**src/design/bahd_pkg.sv**
```systemverilog
// ----------------------------------------------------------------------------
// bahd_pkg: shared types and constants for the block-average hold decimator
// Field widths, register indexes, sequencer states and the digit adder used
// by the serial datapath.
// ----------------------------------------------------------------------------
package bahd_pkg;

    // fixed width of every sample field on the channels
    localparam int FIELD_W = 32;

    // configuration port
    localparam int CFG_DATA_W = 5;
    localparam int CFG_IDX_W  = 2;

    localparam logic [CFG_IDX_W-1:0] REG_LOSS      = 2'd0;
    localparam logic [CFG_IDX_W-1:0] REG_STEREO_IN = 2'd1;
    localparam logic [CFG_IDX_W-1:0] REG_DOWNMIX   = 2'd2;

    localparam logic [CFG_DATA_W-1:0] LOSS_RESET = 5'd1;

    // width of one digit of the serial adder
    localparam int DIGIT_W = 4;

    typedef logic [DIGIT_W-1:0] digit_t;

    // sequencer states
    typedef enum logic [3:0] {
        ST_IDLE,      // waiting for a frame
        ST_PRE_ADD,   // downmix: l + r, one digit a cycle
        ST_PRE_RND,   // downmix: add sign so the halving truncates toward zero
        ST_HALVE,     // downmix: arithmetic shift right by one
        ST_ACC,       // add the frame into the running sums
        ST_NEG_IN,    // take magnitudes of the sums
        ST_DIV,       // restoring division by the frame count, one bit a cycle
        ST_NEG_OUT,   // restore the sign of the quotients
        ST_EMIT       // repeat the average once per frame of the block
    } state_t;

    // one digit of an add: carry out on top
    function automatic logic [DIGIT_W:0] digit_add(input digit_t x, input digit_t y,
                                                   input logic cin);
        return {1'b0, x} + {1'b0, y} + {{DIGIT_W{1'b0}}, cin};
    endfunction

endpackage

```
**src/design/bahd_frame_if.sv**
```systemverilog
// ----------------------------------------------------------------------------
// bahd_frame_if: input frame channel
// One mono sample or a left/right pair, plus the end-of-stream mark.
// ----------------------------------------------------------------------------
interface bahd_frame_if import bahd_pkg::*; ();

    logic                      valid;
    logic                      ready;
    logic signed [FIELD_W-1:0] sample_left;
    logic signed [FIELD_W-1:0] sample_right;
    logic                      end_of_stream;

    modport source (output valid, output sample_left, output sample_right,
                    output end_of_stream, input ready);
    modport sink   (input valid, input sample_left, input sample_right,
                    input end_of_stream, output ready);

endinterface

```
**src/design/bahd_result_if.sv**
```systemverilog
// ----------------------------------------------------------------------------
// bahd_result_if: output result channel
// One held block average per word, with the last-of-block mark.
// ----------------------------------------------------------------------------
interface bahd_result_if import bahd_pkg::*; ();

    logic                      valid;
    logic                      ready;
    logic signed [FIELD_W-1:0] left_out;
    logic signed [FIELD_W-1:0] right_out;
    logic                      run_last;

    modport source (output valid, output left_out, output right_out,
                    output run_last, input ready);
    modport sink   (input valid, input left_out, input right_out,
                    input run_last, output ready);

endinterface

```
**src/design/block_average_hold_decimator_core.sv**
```systemverilog
// ----------------------------------------------------------------------------
// block_average_hold_decimator_core: audio bit-crusher core
// Sums frames over blocks of 'loss', divides by the frame count and repeats
// the average once per frame of the block. Digit-serial datapath.
//
//  channel  | dir | handshake          | word
//  ---------+-----+--------------------+------------------------------------
//  frame    | in  | valid/ready        | sample_left, sample_right, eos
//  result   | out | valid/ready        | left_out, right_out, run_last
//  cfg      | in  | cfg_we (no ready)  | cfg_index, cfg_data
//
// Sizes: ND = ceil((SAMPLE_BITS+clog2(MAX_LOSS+1))/4) digits and AW = 4*ND
// (ND = 10, AW = 40 at the defaults). A frame is added into the sums through
// the 4-bit serial adder, after a pre-add, rounding pass and halving in downmix.
// A closing frame then runs the sign pass, the one-bit-a-cycle divider and the
// sign restore, and n result words follow, one per cycle when not stalled.
// Reset clears the sums, the frame count and the registers (loss 1, stereo).
// frame.ready is high only while idle; a stalled result holds everything.
// ----------------------------------------------------------------------------
module block_average_hold_decimator_core
    import bahd_pkg::*;
#(
    parameter int MAX_LOSS    = 16,
    parameter int SAMPLE_BITS = 32
) (
    input  logic                  clk,
    input  logic                  rst_n,
    input  logic                  cfg_we,
    input  logic [CFG_IDX_W-1:0]  cfg_index,
    input  logic [CFG_DATA_W-1:0] cfg_data,
    bahd_frame_if.sink            frame,
    bahd_result_if.source         result
);

    // derived sizes
    localparam int CW    = $clog2(MAX_LOSS + 1);            // frame counts
    localparam int SUM_W = SAMPLE_BITS + CW;                 // running sums
    localparam int ND    = (SUM_W + DIGIT_W - 1) / DIGIT_W;  // digits a pass
    localparam int AW    = ND * DIGIT_W;                     // serial word
    localparam int DCW   = $clog2(ND);
    localparam int BCW   = $clog2(AW);

    // control registers
    state_t                  state_reg, state_next;
    logic [CFG_DATA_W-1:0]   loss_reg, loss_next;
    logic                    stereo_reg, stereo_next;
    logic                    downmix_reg, downmix_next;
    logic [CW-1:0]           held_reg, held_next;
    logic [CW-1:0]           n_reg, n_next;
    logic [CW-1:0]           kcnt_reg, kcnt_next;
    logic [DCW-1:0]          dcnt_reg, dcnt_next;
    logic [BCW-1:0]          bcnt_reg, bcnt_next;
    logic [AW-1:0]           lsum_reg, lsum_next;
    logic [AW-1:0]           rsum_reg, rsum_next;

    // payload registers
    logic [AW-1:0]           a_reg, a_next;
    logic [AW-1:0]           b_reg, b_next;
    logic                    ca_reg, ca_next;
    logic                    cb_reg, cb_next;
    logic                    lneg_reg, lneg_next;
    logic                    rneg_reg, rneg_next;
    logic                    eos_reg, eos_next;
    logic [CW:0]             reml_reg, reml_next;
    logic [CW:0]             remr_reg, remr_next;

    // shared decode
    logic                    frame_acc;
    logic                    result_acc;
    logic                    first_dig;
    logic                    last_dig;
    logic                    last_bit;
    logic                    mono_out;
    logic [CW-1:0]           eff_loss;
    logic [CW-1:0]           held_inc;
    logic                    close_blk;
    logic                    lneg_cur;
    logic                    rneg_cur;
    logic [DIGIT_W:0]        dl;
    logic [DIGIT_W:0]        dr;
    logic [CW:0]             shl;
    logic [CW:0]             shr;
    logic                    qbl;
    logic                    qbr;

    assign frame_acc  = frame.valid && frame.ready;
    assign result_acc = result.valid && result.ready;
    assign first_dig  = (dcnt_reg == '0);
    assign last_dig   = (dcnt_reg == DCW'(ND - 1));
    assign last_bit   = (bcnt_reg == BCW'(AW - 1));
    assign mono_out   = !stereo_reg || downmix_reg;
    assign held_inc   = held_reg + 1'b1;
    assign close_blk  = (held_inc >= eff_loss) || eos_reg;

    // loss saturated into 1..MAX_LOSS
    always_comb
    begin
        if (loss_reg == '0)
            eff_loss = CW'(1);
        else if (int'(loss_reg) > MAX_LOSS)
            eff_loss = CW'(MAX_LOSS);
        else
            eff_loss = CW'(loss_reg);
    end

    // sign of the sums, sampled on the first digit of the input sign pass
    assign lneg_cur = first_dig ? lsum_reg[AW-1] : lneg_reg;
    assign rneg_cur = first_dig ? rsum_reg[AW-1] : rneg_reg;

    // restoring divider step: bring in the next dividend bit
    assign shl = {reml_reg[CW-1:0], lsum_reg[AW-1]};
    assign shr = {remr_reg[CW-1:0], rsum_reg[AW-1]};
    assign qbl = (shl >= {1'b0, n_reg});
    assign qbr = (shr >= {1'b0, n_reg});

    // configuration writes
    always_comb
    begin
        loss_next    = loss_reg;
        stereo_next  = stereo_reg;
        downmix_next = downmix_reg;
        if (cfg_we)
        begin
            unique case (cfg_index)
                REG_LOSS:      loss_next    = cfg_data;
                REG_STEREO_IN: stereo_next  = cfg_data[0];
                REG_DOWNMIX:   downmix_next = cfg_data[0];
                default:       ;
            endcase
        end
    end

    // next state
    always_comb
    begin
        state_next = state_reg;
        unique case (state_reg)
            ST_IDLE:
                if (frame_acc)
                    state_next = (stereo_reg && downmix_reg) ? ST_PRE_ADD : ST_ACC;
            ST_PRE_ADD:
                if (last_dig)
                    state_next = ST_PRE_RND;
            ST_PRE_RND:
                if (last_dig)
                    state_next = ST_HALVE;
            ST_HALVE:
                state_next = ST_ACC;
            ST_ACC:
                if (last_dig)
                    state_next = close_blk ? ST_NEG_IN : ST_IDLE;
            ST_NEG_IN:
                if (last_dig)
                    state_next = ST_DIV;
            ST_DIV:
                if (last_bit)
                    state_next = ST_NEG_OUT;
            ST_NEG_OUT:
                if (last_dig)
                    state_next = ST_EMIT;
            ST_EMIT:
                if (result_acc && result.run_last)
                    state_next = ST_IDLE;
            default:
                state_next = ST_IDLE;
        endcase
    end

    // datapath
    always_comb
    begin
        a_next    = a_reg;
        b_next    = b_reg;
        ca_next   = ca_reg;
        cb_next   = cb_reg;
        lneg_next = lneg_reg;
        rneg_next = rneg_reg;
        eos_next  = eos_reg;
        reml_next = reml_reg;
        remr_next = remr_reg;
        lsum_next = lsum_reg;
        rsum_next = rsum_reg;
        held_next = held_reg;
        n_next    = n_reg;
        kcnt_next = kcnt_reg;
        dcnt_next = dcnt_reg;
        bcnt_next = bcnt_reg;
        dl        = '0;
        dr        = '0;

        unique case (state_reg)
            ST_IDLE:
            begin
                dcnt_next = '0;
                if (frame_acc)
                begin
                    // right sample kept for stereo and for the downmix pre-add
                    a_next   = AW'($signed(frame.sample_left[SAMPLE_BITS-1:0]));
                    b_next   = stereo_reg
                               ? AW'($signed(frame.sample_right[SAMPLE_BITS-1:0]))
                               : '0;
                    eos_next = frame.end_of_stream;
                end
            end

            // t = l + r
            ST_PRE_ADD:
            begin
                dl        = digit_add(a_reg[DIGIT_W-1:0], b_reg[DIGIT_W-1:0],
                                      first_dig ? 1'b0 : ca_reg);
                a_next    = {dl[DIGIT_W-1:0], a_reg[AW-1:DIGIT_W]};
                b_next    = {b_reg[DIGIT_W-1:0], b_reg[AW-1:DIGIT_W]};
                ca_next   = dl[DIGIT_W];
                dcnt_next = last_dig ? '0 : dcnt_reg + 1'b1;
            end

            // t + sign(t), so the shift rounds toward zero
            ST_PRE_RND:
            begin
                dl        = digit_add(a_reg[DIGIT_W-1:0], '0,
                                      first_dig ? a_reg[AW-1] : ca_reg);
                a_next    = {dl[DIGIT_W-1:0], a_reg[AW-1:DIGIT_W]};
                ca_next   = dl[DIGIT_W];
                dcnt_next = last_dig ? '0 : dcnt_reg + 1'b1;
            end

            ST_HALVE:
            begin
                a_next    = AW'($signed(a_reg) >>> 1);
                b_next    = '0;
                dcnt_next = '0;
            end

            // sums += frame
            ST_ACC:
            begin
                dl        = digit_add(lsum_reg[DIGIT_W-1:0], a_reg[DIGIT_W-1:0],
                                      first_dig ? 1'b0 : ca_reg);
                dr        = digit_add(rsum_reg[DIGIT_W-1:0], b_reg[DIGIT_W-1:0],
                                      first_dig ? 1'b0 : cb_reg);
                lsum_next = {dl[DIGIT_W-1:0], lsum_reg[AW-1:DIGIT_W]};
                rsum_next = {dr[DIGIT_W-1:0], rsum_reg[AW-1:DIGIT_W]};
                a_next    = {a_reg[DIGIT_W-1:0], a_reg[AW-1:DIGIT_W]};
                b_next    = {b_reg[DIGIT_W-1:0], b_reg[AW-1:DIGIT_W]};
                ca_next   = dl[DIGIT_W];
                cb_next   = dr[DIGIT_W];
                dcnt_next = last_dig ? '0 : dcnt_reg + 1'b1;
                if (last_dig)
                begin
                    if (close_blk)
                    begin
                        n_next    = held_inc;
                        held_next = '0;
                    end
                    else
                    begin
                        held_next = held_inc;
                    end
                end
            end

            // magnitudes: x ^ s + s
            ST_NEG_IN:
            begin
                lneg_next = lneg_cur;
                rneg_next = rneg_cur;
                dl        = digit_add(lsum_reg[DIGIT_W-1:0] ^ {DIGIT_W{lneg_cur}}, '0,
                                      first_dig ? lneg_cur : ca_reg);
                dr        = digit_add(rsum_reg[DIGIT_W-1:0] ^ {DIGIT_W{rneg_cur}}, '0,
                                      first_dig ? rneg_cur : cb_reg);
                lsum_next = {dl[DIGIT_W-1:0], lsum_reg[AW-1:DIGIT_W]};
                rsum_next = {dr[DIGIT_W-1:0], rsum_reg[AW-1:DIGIT_W]};
                ca_next   = dl[DIGIT_W];
                cb_next   = dr[DIGIT_W];
                dcnt_next = last_dig ? '0 : dcnt_reg + 1'b1;
                reml_next = '0;
                remr_next = '0;
                bcnt_next = '0;
            end

            // quotient bits shift in where the dividend bits leave
            ST_DIV:
            begin
                reml_next = qbl ? shl - {1'b0, n_reg} : shl;
                remr_next = qbr ? shr - {1'b0, n_reg} : shr;
                lsum_next = {lsum_reg[AW-2:0], qbl};
                rsum_next = {rsum_reg[AW-2:0], qbr};
                bcnt_next = last_bit ? '0 : bcnt_reg + 1'b1;
                dcnt_next = '0;
            end

            // put the signs back
            ST_NEG_OUT:
            begin
                dl        = digit_add(lsum_reg[DIGIT_W-1:0] ^ {DIGIT_W{lneg_reg}}, '0,
                                      first_dig ? lneg_reg : ca_reg);
                dr        = digit_add(rsum_reg[DIGIT_W-1:0] ^ {DIGIT_W{rneg_reg}}, '0,
                                      first_dig ? rneg_reg : cb_reg);
                lsum_next = {dl[DIGIT_W-1:0], lsum_reg[AW-1:DIGIT_W]};
                rsum_next = {dr[DIGIT_W-1:0], rsum_reg[AW-1:DIGIT_W]};
                ca_next   = dl[DIGIT_W];
                cb_next   = dr[DIGIT_W];
                dcnt_next = last_dig ? '0 : dcnt_reg + 1'b1;
                kcnt_next = CW'(1);
            end

            // hold the average; clear the sums after the last word
            ST_EMIT:
            begin
                if (result_acc)
                begin
                    if (result.run_last)
                    begin
                        lsum_next = '0;
                        rsum_next = '0;
                    end
                    else
                    begin
                        kcnt_next = kcnt_reg + 1'b1;
                    end
                end
            end

            default: ;
        endcase
    end

    // channel outputs
    always_comb
    begin
        frame.ready      = (state_reg == ST_IDLE);
        result.valid     = (state_reg == ST_EMIT);
        result.left_out  = FIELD_W'($signed(lsum_reg[SAMPLE_BITS-1:0]));
        result.right_out = mono_out ? '0
                           : FIELD_W'($signed(rsum_reg[SAMPLE_BITS-1:0]));
        result.run_last  = (kcnt_reg == n_reg);
    end

    // control registers
    always_ff @(posedge clk or negedge rst_n)
    begin
        if (!rst_n)
        begin
            state_reg   <= ST_IDLE;
            loss_reg    <= LOSS_RESET;
            stereo_reg  <= 1'b1;
            downmix_reg <= 1'b0;
            held_reg    <= '0;
            n_reg       <= '0;
            kcnt_reg    <= '0;
            dcnt_reg    <= '0;
            bcnt_reg    <= '0;
            lsum_reg    <= '0;
            rsum_reg    <= '0;
        end
        else
        begin
            state_reg   <= state_next;
            loss_reg    <= loss_next;
            stereo_reg  <= stereo_next;
            downmix_reg <= downmix_next;
            held_reg    <= held_next;
            n_reg       <= n_next;
            kcnt_reg    <= kcnt_next;
            dcnt_reg    <= dcnt_next;
            bcnt_reg    <= bcnt_next;
            lsum_reg    <= lsum_next;
            rsum_reg    <= rsum_next;
        end
    end

    // payload registers
    always_ff @(posedge clk)
    begin
        a_reg    <= a_next;
        b_reg    <= b_next;
        ca_reg   <= ca_next;
        cb_reg   <= cb_next;
        lneg_reg <= lneg_next;
        rneg_reg <= rneg_next;
        eos_reg  <= eos_next;
        reml_reg <= reml_next;
        remr_reg <= remr_next;
    end

    // checks
    a_held_range: assert property (@(posedge clk) disable iff (!rst_n)
        int'(held_reg) < MAX_LOSS)
        else $error("open block holds MAX_LOSS frames or more");

    a_kcnt_range: assert property (@(posedge clk) disable iff (!rst_n)
        result.valid |-> (kcnt_reg != '0) && (kcnt_reg <= n_reg))
        else $error("repeat count outside the block");

    a_last_ends: assert property (@(posedge clk) disable iff (!rst_n)
        (result_acc && result.run_last) |=> !result.valid && frame.ready)
        else $error("words continue after the last of the block");

    a_sums_clear: assert property (@(posedge clk) disable iff (!rst_n)
        (result_acc && result.run_last) |=> (lsum_reg == '0) && (rsum_reg == '0))
        else $error("sums not cleared after a block");

endmodule
```
**src/flat_wrapper.sv**
```systemverilog
// flat-port wrapper written by rule: the top's interface ports become plain ports
module block_average_hold_decimator_core_flat import bahd_pkg::*;
#(
    parameter int MAX_LOSS    = 16,
    parameter int SAMPLE_BITS = 32
)
  (clk, rst_n, cfg_we, cfg_index, cfg_data, frame_valid, frame_sample_left, frame_sample_right, frame_end_of_stream, frame_ready, result_valid, result_left_out, result_right_out, result_run_last, result_ready);
  bahd_frame_if frame_i ();
  bahd_result_if result_i ();
  input  logic clk;
  input  logic rst_n;
  input  logic cfg_we;
  input  logic [CFG_IDX_W-1:0] cfg_index;
  input  logic [CFG_DATA_W-1:0] cfg_data;
  input wire logic [$bits(frame_i.valid)-1:0] frame_valid;
  input wire logic [$bits(frame_i.sample_left)-1:0] frame_sample_left;
  input wire logic [$bits(frame_i.sample_right)-1:0] frame_sample_right;
  input wire logic [$bits(frame_i.end_of_stream)-1:0] frame_end_of_stream;
  output wire logic [$bits(frame_i.ready)-1:0] frame_ready;
  output wire logic [$bits(result_i.valid)-1:0] result_valid;
  output wire logic [$bits(result_i.left_out)-1:0] result_left_out;
  output wire logic [$bits(result_i.right_out)-1:0] result_right_out;
  output wire logic [$bits(result_i.run_last)-1:0] result_run_last;
  input wire logic [$bits(result_i.ready)-1:0] result_ready;
  assign frame_i.valid = frame_valid;
  assign frame_i.sample_left = frame_sample_left;
  assign frame_i.sample_right = frame_sample_right;
  assign frame_i.end_of_stream = frame_end_of_stream;
  assign frame_ready = frame_i.ready;
  assign result_valid = result_i.valid;
  assign result_left_out = result_i.left_out;
  assign result_right_out = result_i.right_out;
  assign result_run_last = result_i.run_last;
  assign result_i.ready = result_ready;
  block_average_hold_decimator_core #(.MAX_LOSS(MAX_LOSS), .SAMPLE_BITS(SAMPLE_BITS)) u_core (.clk(clk), .rst_n(rst_n), .cfg_we(cfg_we), .cfg_index(cfg_index), .cfg_data(cfg_data), .frame(frame_i), .result(result_i));
endmodule
```
**config.mk**
```make
export PLATFORM = sky130hd
export DESIGN_NAME = block_average_hold_decimator_core_flat
export DESIGN_NICKNAME = d
export VERILOG_FILES = /design/src/design/bahd_pkg.sv /design/src/design/bahd_frame_if.sv /design/src/design/bahd_result_if.sv /design/src/design/block_average_hold_decimator_core.sv /design/src/flat_wrapper.sv
export SDC_FILE = /design/constraint.sdc
export NUM_CORES = 1
export LEC_CHECK = 0
export BUFFER_PORTS_ARGS = -buffer_cell sky130_fd_sc_hd__buf_2
export CAP_MARGIN = 20
export CORE_AREA = 3 3 187 189
export CTS_CLUSTER_SIZE = 14
export DETAILED_ROUTE_END_ITERATION = 12
export DIE_AREA = 0 0 190 192
export PLACE_DENSITY = 0.56
export SLEW_MARGIN = 20
export SYNTH_ARGS = -nofsm -noshare
export SYNTH_HDL_FRONTEND = slang
export SYNTH_SLANG_ARGS = --single-unit
```
**constraint.sdc**
```tcl
create_clock -name clk -period 10.3 [get_ports clk]
set_input_delay 0 -clock clk [delete_from_list [all_inputs] [get_ports clk]]
set_output_delay 0 -clock clk [all_outputs]
set_load 0.03 [all_outputs]
```
==> run metrics <==
outcome=finished clean; asr flop ratio synth=55.0%; Antenna Cells=0; chain of cells forming the critical path=nor4b_4, a31oi_1, a21oi_4, buf_4, buf_4, o221ai_1, o21a_1; cell taking the most area after synthesis=sky130_fd_sc_hd__dfrtp_1; layout net count=1457; vias per inst=5.11; Placer Congestion=0.840; worst ir drop on vdd=0.190 mV; total number of vias=9195; worst skew pair latency=0.53 ns; count of standard-cell rows=67; Port-buffer cells=143; endpoint type of the worst setup path=register; number of global-route vias before repair=9125; r2r startpoint=u_core.state_reg[1]$_DFFE_PN0P_; distinct cell type count of the synthesized netlist=55; crit-path most repeated cell=sky130_fd_sc_hd__buf_4; Post-DP HPWL=19.7 mm; residual DRC count=0; overall overflow remaining after global route=0; count of boundary I/O pins=144; area of the die=36500 µm²; Worst-Margin Slew=0.970 ns; synthesized instance count=1179; H-Tree Depth=1; startpoint of the most critical setup path=u_core.state_reg[1]$_DFFE_PN0P_; number of clock sinks=211; net count of the mapped netlist=1304; final setup violation count=0; unrepaired setup endpoints after global routing=false; Post-DRT Antenna Nets=0; reported max-cap violation count=0; count of state elements after synthesis=211; first-pass GRT wire length=48.6 mm; wire length per cell=16.9 µm; Core Region=33400 µm²; maximum number of pins on one net before global-route repair=84; total power per unit cell area=356 nW/µm²; area added between synthesis and finish=20.8%; data required time at the worst endpoint=10.72 ns; TritonCTS clock tree=yes; initial core utilization=34.9%; dominant register cell in the synthesized netlist=sky130_fd_sc_hd__dfrtp_1; Die Span Y=192 µm; cell area after placement=12500 µm²; worst-case headroom to the max-slew limit=35.0%; HP Start=cfg_we; post-layout instance count excluding filler cells=1799; maximum fanout encountered on the critical timing path=83; slowest cell delay on critical path=0.73 ns; Post-Route Setup TNS=0 ns; Synth top area share=24.4%; clock root cell=sky130_fd_sc_hd__clkbuf_16; drt first-iter violations=689; antenna violations before repair=0; share of cells above drive strength 1=16.5%; final instance area=14100 µm²; Max Clk Rate=0.280 GHz; 1st-pass router iterations=6; number of flops mapped to enable cells by yosys=95; commonest cells after routing, fill and taps aside=sky130_fd_sc_hd__nand2_1 (143), sky130_fd_sc_hd__buf_2 (142), sky130_fd_sc_hd__dfrtp_1 (114); critical path startpoint category=register; most common library cell in the layout ignoring fill and taps=sky130_fd_sc_hd__nand2_1; maximum clock insertion buffer count=3; Routed Wire Length=30.4 mm; largest cells by area after synthesis=sky130_fd_sc_hd__dfrtp_1 (24%), sky130_fd_sc_hd__edfxtp_1 (24%), sky130_fd_sc_hd__a22oi_1 (7.1%); proportion of synthesized chip area in sequential cells=49.3%; max-slew violations=0; data arrival time at the worst-slack endpoint=3.99 ns; yosys warns=0; share of the cycle needed by the critical path after routing=34.7%; # placed instances=1670; Lkg Pwr=6.13 nW; clock buffer count from CTS=26; Netlist Area Pre-Place=11700 µm²; type of the setup path with the least slack=register to register; class of the tightest hold or removal check=primary input to register; gr usage total=16.2%; post_cts resized=0; die width=190 µm; CP max stage cell=sky130_fd_sc_hd__dfrtp_1; average cell area after synthesis=9.91 µm²; hold violation count in the final report=0; min Tclk post-route=3.57 ns; CTS clock-pin slew for the worst setup and hold paths=0.06 ns; skew final=0.0154 ns
critical path: cells and delay by family, from the launching register on:
family,cells,cell delay [ns]
buf+inv,2,1.29
compound gates,4,0.75
flops,1,0.73
simple gates,1,0.57
through the flow:
stage | hold WS [ns] | utilization, % | worst slack, ns | power (mW)
2_1_floorplan | -0.296 | - | 4.82 | 3.60
3_3_place_gp | 0.160 | 37.4 | 6.84 | 4.12
3_5_place_dp | 0.160 | 37.4 | 6.78 | 4.16
4_1_cts | 0.0566 | 42.2 | 6.76 | 5.08
5_1_grt | 0.0821 | 42.2 | 6.42 | 5.46
6_report | 0.0859 | 42.2 | 6.73 | 5.03
path summary, 6_finish.rpt:
path | slack [ns] | endpoint | cells after the start
worst max register to register | 6.73 | u_core.lsum_reg[37]$_DFFE_PN0P_ | 7
min in group asynchronous | 0.14 | u_core.downmix_reg$_DFFE_PN0P_ | 2
worst max-delay path | 6.73 | u_core.lsum_reg[37]$_DFFE_PN0P_ | 7
worst min-delay path | 0.09 | u_core.loss_reg[0]$_DFFE_PN1P_ | 3
worst min register to register | 0.50 | u_core.held_reg[1]$_DFFE_PN0P_ | 2
max in group asynchronous | 8.92 | u_core.rsum_reg[20]$_DFFE_PN0P_ | 3
layer usage:
layer  share of wire [%]  GRT usage (%)  up-vias  wire length (µm)
li1                    -              -     4500                 -
met1                  47           22.5     4454             14200
met2                  47           26.8      208             14200
met3                 4.7           2.43       33              1410
met4                 1.9           3.72        0               562
met5                   0              0        -                 0
synth_stat cells (2+ instances only):
master / n
sky130_fd_sc_hd__a211oi_1: 7
sky130_fd_sc_hd__a21boi_0: 2
sky130_fd_sc_hd__a21o_1: 6
sky130_fd_sc_hd__a21oi_1: 98
sky130_fd_sc_hd__a221o_1: 5
sky130_fd_sc_hd__a221oi_1: 3
sky130_fd_sc_hd__a22o_1: 35
sky130_fd_sc_hd__a22oi_1: 110
sky130_fd_sc_hd__a31oi_1: 8
sky130_fd_sc_hd__and2_1: 35
sky130_fd_sc_hd__and3_1: 4
sky130_fd_sc_hd__buf_1: 6
sky130_fd_sc_hd__buf_2: 29
sky130_fd_sc_hd__buf_4: 35
sky130_fd_sc_hd__clkbuf_1: 42
sky130_fd_sc_hd__dfrtp_1: 114
sky130_fd_sc_hd__dfstp_2: 2
sky130_fd_sc_hd__edfxtp_1: 95
sky130_fd_sc_hd__fa_1: 8
sky130_fd_sc_hd__ha_1: 40
sky130_fd_sc_hd__inv_1: 36
sky130_fd_sc_hd__mux2_2: 14
sky130_fd_sc_hd__mux2i_1: 8
sky130_fd_sc_hd__nand2_1: 144
sky130_fd_sc_hd__nand2b_1: 13
sky130_fd_sc_hd__nand3_1: 14
sky130_fd_sc_hd__nand3b_1: 3
sky130_fd_sc_hd__nand4_1: 4
sky130_fd_sc_hd__nor2_1: 115
sky130_fd_sc_hd__nor2b_1: 8
sky130_fd_sc_hd__nor3_1: 16
sky130_fd_sc_hd__nor3b_1: 3
sky130_fd_sc_hd__o211ai_1: 5
sky130_fd_sc_hd__o21a_1: 5
sky130_fd_sc_hd__o21ai_0: 39
sky130_fd_sc_hd__o221ai_1: 5
sky130_fd_sc_hd__or2_2: 5
sky130_fd_sc_hd__xnor2_1: 21
sky130_fd_sc_hd__xor2_1: 21
layout make-up:
cell class | count | area, µm²
Fill cell | 3250 | 19300
Tap cell | 448 | 561
Inverter | 36 | 135
Clock buffer | 35 | 706
Sequential cell | 211 | 5760
Clock inverter | 12 | 81.3
Multi-Input combinational cell | 820 | 5240
Timing Repair Buffer | 237 | 1630
cell families (layout without fill, tap and decap cells):
family	count (synthesis)	in the layout	share of synthesized area [%]
simple gates	369	369	14.2
xor+xnor	42	42	3.15
fa+ha+maj	48	48	5.66
flops	211	211	49.3
buf+inv	148	320	6.19
mux	22	22	2.04
compound gates	339	339	19.5
where the power goes:
| group | internal [mW] | total (mW) | switching, mW |
|---|---|---|---|
| clock | 0.503 | 0.855 | 0.352 |
| sequential | 1.41 | 1.81 | 0.396 |
| combinational | 0.931 | 2.37 | 1.44 |
repair_timing:
item	4_1_cts	5_1_grt
setup buffers	0	0
hold endpoints to repair	148	0
hold buffers	82	0
(Power assumes the default switching activity.)
